==> src/hw/rtl/dmbrc_pkg.sv <==
package dmbrc_pkg;

  localparam int CACHE_LINES     = 8;
  localparam int BLOCK_MAX_BYTES = 4096;
  localparam int DISKS           = 32;
  localparam int CMD_FIFO_DEPTH  = 4;

  localparam logic [3:0]  SHIFT_RESET = 4'd9;
  localparam logic [3:0]  SHIFT_MIN   = 4'd9;
  localparam logic [3:0]  SHIFT_MAX   = 4'd12;
  localparam logic [15:0] GEN_MAX     = 16'hFFFF;

  // register index (paddr[2])
  localparam logic REG_BLOCK_SHIFT = 1'b0;

  localparam logic [1:0] OP_READ       = 2'd0;
  localparam logic [1:0] OP_FILL       = 2'd1;
  localparam logic [1:0] OP_FILL_ERROR = 2'd2;
  localparam logic [1:0] OP_RESCAN     = 2'd3;

  localparam logic [1:0] KIND_DATA   = 2'd0;
  localparam logic [1:0] KIND_FETCH  = 2'd1;
  localparam logic [1:0] KIND_STATUS = 2'd2;

  localparam logic [2:0] ST_OK      = 3'd0;
  localparam logic [2:0] ST_STALE   = 3'd1;
  localparam logic [2:0] ST_RD_ERR  = 3'd2;
  localparam logic [2:0] ST_BUSY    = 3'd3;
  localparam logic [2:0] ST_INVALID = 3'd4;

  typedef struct packed {
    logic [1:0]  kind;
    logic [7:0]  data_byte;
    logic [2:0]  status;
    logic [30:0] fetch_lba;
    logic [4:0]  fetch_slot;
    logic        last;
  } result_t;

  typedef struct packed {
    logic        has_result;
    logic        rd_en;
    logic [2:0]  byte_sel;
    logic        wr_en;
    logic [63:0] wr_data;
    result_t     res;
  } cmd_t;

  // clamp to 512..4096 bytes, then shrink to fit the largest block
  function automatic logic [3:0] eff_shift(input logic [3:0] bs, input int max_bytes);
    logic [3:0] s;
    s = bs;
    if (s < SHIFT_MIN) s = SHIFT_MIN;
    if (s > SHIFT_MAX) s = SHIFT_MAX;
    for (int i = 0; i < 3; i++) begin
      if (s > SHIFT_MIN && (32'd1 << s) > 32'(max_bytes)) s = s - 4'd1;
    end
    return s;
  endfunction

endpackage

==> src/hw/rtl/dmbrc_cmd_fifo.sv <==
module dmbrc_cmd_fifo #(
  parameter int Width = 64,
  parameter int Depth = dmbrc_pkg::CMD_FIFO_DEPTH
) (
  input  logic             clk,
  input  logic             rst,
  input  logic             push,
  input  logic [Width-1:0] wr_data,
  input  logic             pop,
  output logic [Width-1:0] rd_data,
  output logic             empty,
  output logic             full
);

  localparam int PtrW = (Depth > 1) ? $clog2(Depth) : 1;
  localparam int CntW = $clog2(Depth + 1);

  logic [Width-1:0] mem [Depth];
  logic [PtrW-1:0]  wptr;
  logic [PtrW-1:0]  rptr;
  logic [CntW-1:0]  count;

  assign empty   = (count == '0);
  assign full    = (count == CntW'(Depth));
  assign rd_data = mem[rptr];

  always_ff @(posedge clk) begin
    if (rst) begin
      wptr  <= '0;
      rptr  <= '0;
      count <= '0;
    end else begin
      if (push) wptr <= (wptr == PtrW'(Depth - 1)) ? '0 : wptr + 1'b1;
      if (pop) rptr <= (rptr == PtrW'(Depth - 1)) ? '0 : rptr + 1'b1;
      if (push && !pop) begin
        count <= count + 1'b1;
      end else if (pop && !push) begin
        count <= count - 1'b1;
      end
    end
  end

  always_ff @(posedge clk) begin
    if (push) mem[wptr] <= wr_data;
  end

endmodule

==> config.mk <==
export PLATFORM = sky130hd
export DESIGN_NAME = dmbrc_cmd_fifo
export DESIGN_NICKNAME = d
export VERILOG_FILES = /design/src/hw/rtl/dmbrc_pkg.sv /design/src/hw/rtl/dmbrc_cmd_fifo.sv
export SDC_FILE = /design/constraint.sdc
export NUM_CORES = 1
export LEC_CHECK = 0
export ABC_AREA = 1
export CELL_PAD_IN_SITES_DETAIL_PLACEMENT = 1
export CELL_PAD_IN_SITES_GLOBAL_PLACEMENT = 2
export CORE_MARGIN = 1
export CORE_UTILIZATION = 48
export CTS_BUF_LIST = sky130_fd_sc_hd__clkbuf_16
export CTS_CLUSTER_DIAMETER = 100
export CTS_CLUSTER_SIZE = 25
export DETAILED_ROUTE_END_ITERATION = 8
export DONT_BUFFER_PORTS = 1
export PLACE_DENSITY_LB_ADDON = 0.2
export SLEW_MARGIN = 20
export SYNTH_ARGS = -nofsm -noshare
export SYNTH_HDL_FRONTEND = slang
export SYNTH_SLANG_ARGS = --single-unit
==> constraint.sdc <==
create_clock -name clk -period 4.6 [get_ports clk]
set_input_delay 0.92 -clock clk [delete_from_list [all_inputs] [get_ports clk]]
set_output_delay 0.92 -clock clk [all_outputs]
set_load 0.005 [all_outputs]
==> summary.txt <==
Post-Synth XOR/XNOR Area: 0.0879%
Synth Warn #: 0
status: complete, no violations
Max Root-Sink Buffers: 3
Die Width: 146 µm
Hold/Removal Path Class: in -> reg
Total Routing Usage GR: 19.8%
final hold slack: 507 ps
largest fanout on the critical path: 102
Area Growth Syn to Fin: 5.62%
GRT overflow: 0
Post-CTS Resized: 0
DPL Wire Length: 12100 µm
Slew Viols, Final: 0
GPL Wtd Cong: 0.752
clk sinks: 265
Post-route DRC: 0
post-synth net total: 753
setup tns final: 0 ps
Layout Nets: 741
Via density: 5.74
clk_lat worst skew: 480 ps
unrepaired setup endpoints after global routing: no
critical path required time: 3680 ps
asr flop ratio synth: 0%
CTS tree: yes
area fraction of the dominant cell type after synthesis: 77.2%
Syn Area/Cell: 14.7 µm²
top cell type by total area after synthesis: edfxtp_1
ANT nets after route: 0
first-pass GRT wire length: 32300 µm
EDFF count, synth: 256
initial antenna violation count: 0
TritonRoute pass-1 iters: 4
top cells by count, synth: edfxtp_1 (256), nor2_1 (136), o21ai_0 (75), o22ai_1 (64), o21ai_1 (56)
Vias: 5397
top cells by area, synth: edfxtp_1 (77%), nor2_1 (5.1%), o22ai_1 (4.0%), o21ai_0 (3.8%), o21ai_1 (2.8%)
sequential share of the synthesized area: 79.0%
I/O pin cnt: 134
largest family of logic cells by synthesized area: compound AO/OA/AOI/OAI gates
Max Freq: 0.290 GHz
Antenna diodes: 0
Rel. slew slack: 28.6%
synthesized netlist cell count: 678
Clock Skew: 15.2 ps
max-cap violations: 0
# hold bufs at CTS: 0
Worst setup EP type: output pin
simple-gate area share of the yosys netlist: 5.74%
class of the most critical setup path: reg -> out
Fillers: 1969
clock root cell: clkbuf_16
Worst-path clk slew: 100 ps
count of final hold-check violations: 0
Peak VDD IR: 272 µV
Starting Density: 49.1%
largest net degree at the start of global routing: 103
count leader, synth: edfxtp_1
proportion of layout cells with a drive suffix above 1: 5.52%
Yosys reg bits: 265
setup-violating endpoint count in the final report: 0
prevailing post-synth register cell: edfxtp_1
post-synthesis mux area share: 0%
H-tree depth: 1
setup bufs post-CTS: 0
Synth Area in Compound Gates: 10.8%
WL final: 21100 µm
DRT iter0 DRCs: 307
leak pwr: 0.00339 µW
Buffers on Ports: 0
worst-margin pin slew: 1070 ps
core area: 20300 µm²
row count: 52
adder-cell share of the synthesized area: 0.955%
die extent in y: 146 µm
WP data arrival: 2530 ps
die area: 21300 µm²
post-route minimum period: 3450 ps
vias in the first global route: 5680
cts bufs inserted: 14
Critical Path Start Type: flop
area of the mapped netlist: 9960 µm²
WL/cell: 22.4 µm
part of the cycle the worst path needs: 75.0%
post-synth cell types: 22
Cell Pwr Density: 422 nW/µm²
## cell families after synthesis
logic type      after synthesis
flops                       265
compound gates              198
simple gates                150
buf+inv                      57
fa+ha+maj                     7
xor+xnor                      1
## worst paths after layout
check / endpoint / slack [ps] / startpoint / depth (start not counted)
worst max-delay path: rd_data[57] / 1150 / flop / 3
worst min-delay path: wptr[0]$_SDFFE_PP0P_ / 510 / rst / 1
worst max register to register: mem[3][2]$_DFFE_PP_ / 2400 / wptr[0]$_SDFFE_PP0P_ / 4
worst min register to register: wptr[1]$_SDFFE_PP0P_ / 560 / wptr[1]$_SDFFE_PP0P_ / 2
## through the flow
stage                     util [%]  std cells  total power (µW)  setup WS [ps]  area [µm²]
after CTS                     51.8        940              4480           1120       10500
final                         51.8        940              4440           1150       10500
after detailed placement      49.8        920              3210           1650       10100
after global routing          51.8        940              4590            970       10500
after floorplan                  -        678              3100           1980        9960
after global placement        49.8        920              3180           1750       10100
## final cells by class
cell class | count | area (µm²) | area share (%)
inverter | 16 | 62.6 | 0.595
clock inverter | 5 | 26.3 | 0.250
multi-input combinational | 356 | 1750 | 16.6
timing repair buffer | 13 | 97.6 | 0.928
sequential | 265 | 7870 | 74.8
clock buffer | 15 | 375 | 3.57
tap | 270 | 338 | 3.21
## cell usage in the layout, fill, tap and decap left out, drive strengths merged
cell type | synthesis | routed
o22ai | 64 | 64
o21ai | 131 | 131
clkbuf | 17 | 15
inv | 15 | 21
nor3 | 4 | 4
dfxtp | 9 | 9
fa | 1 | 1
a21oi | 3 | 3
buf | 24 | 13
nand4 | 1 | 1
nor2 | 136 | 136
nand2 | 8 | 8
xor2 | 1 | 1
nand3 | 1 | 1
edfxtp | 256 | 256
ha | 6 | 6
## state kept, by name (all words and copies together) (netlist names), named ones only
signal	cells
wptr	2
mem	256
rptr	2
count	3
## routing by layer
metal | wire [µm] | global-route usage, %
met2 | 10600 | 34.0
met1 | 8530 | 24.9
met3 | 1700 | 6.28
met5 | 0 | 0
met4 | 220 | 3.80
## power by group
part	total, µW	switching, µW	internal, µW
Clock	1300	701	595
Combinational	354	261	92.5
Sequential	2790	33.2	2750
Total	4440	995	3440
## worst max-delay path, cell delays in order, from the launching register on
cell and delay, ps:
dfxtp_4 540, buf_4 840, o21ai_0 240, o22ai_1 330
No activity file was read; power rests on OpenSTA's default activity.
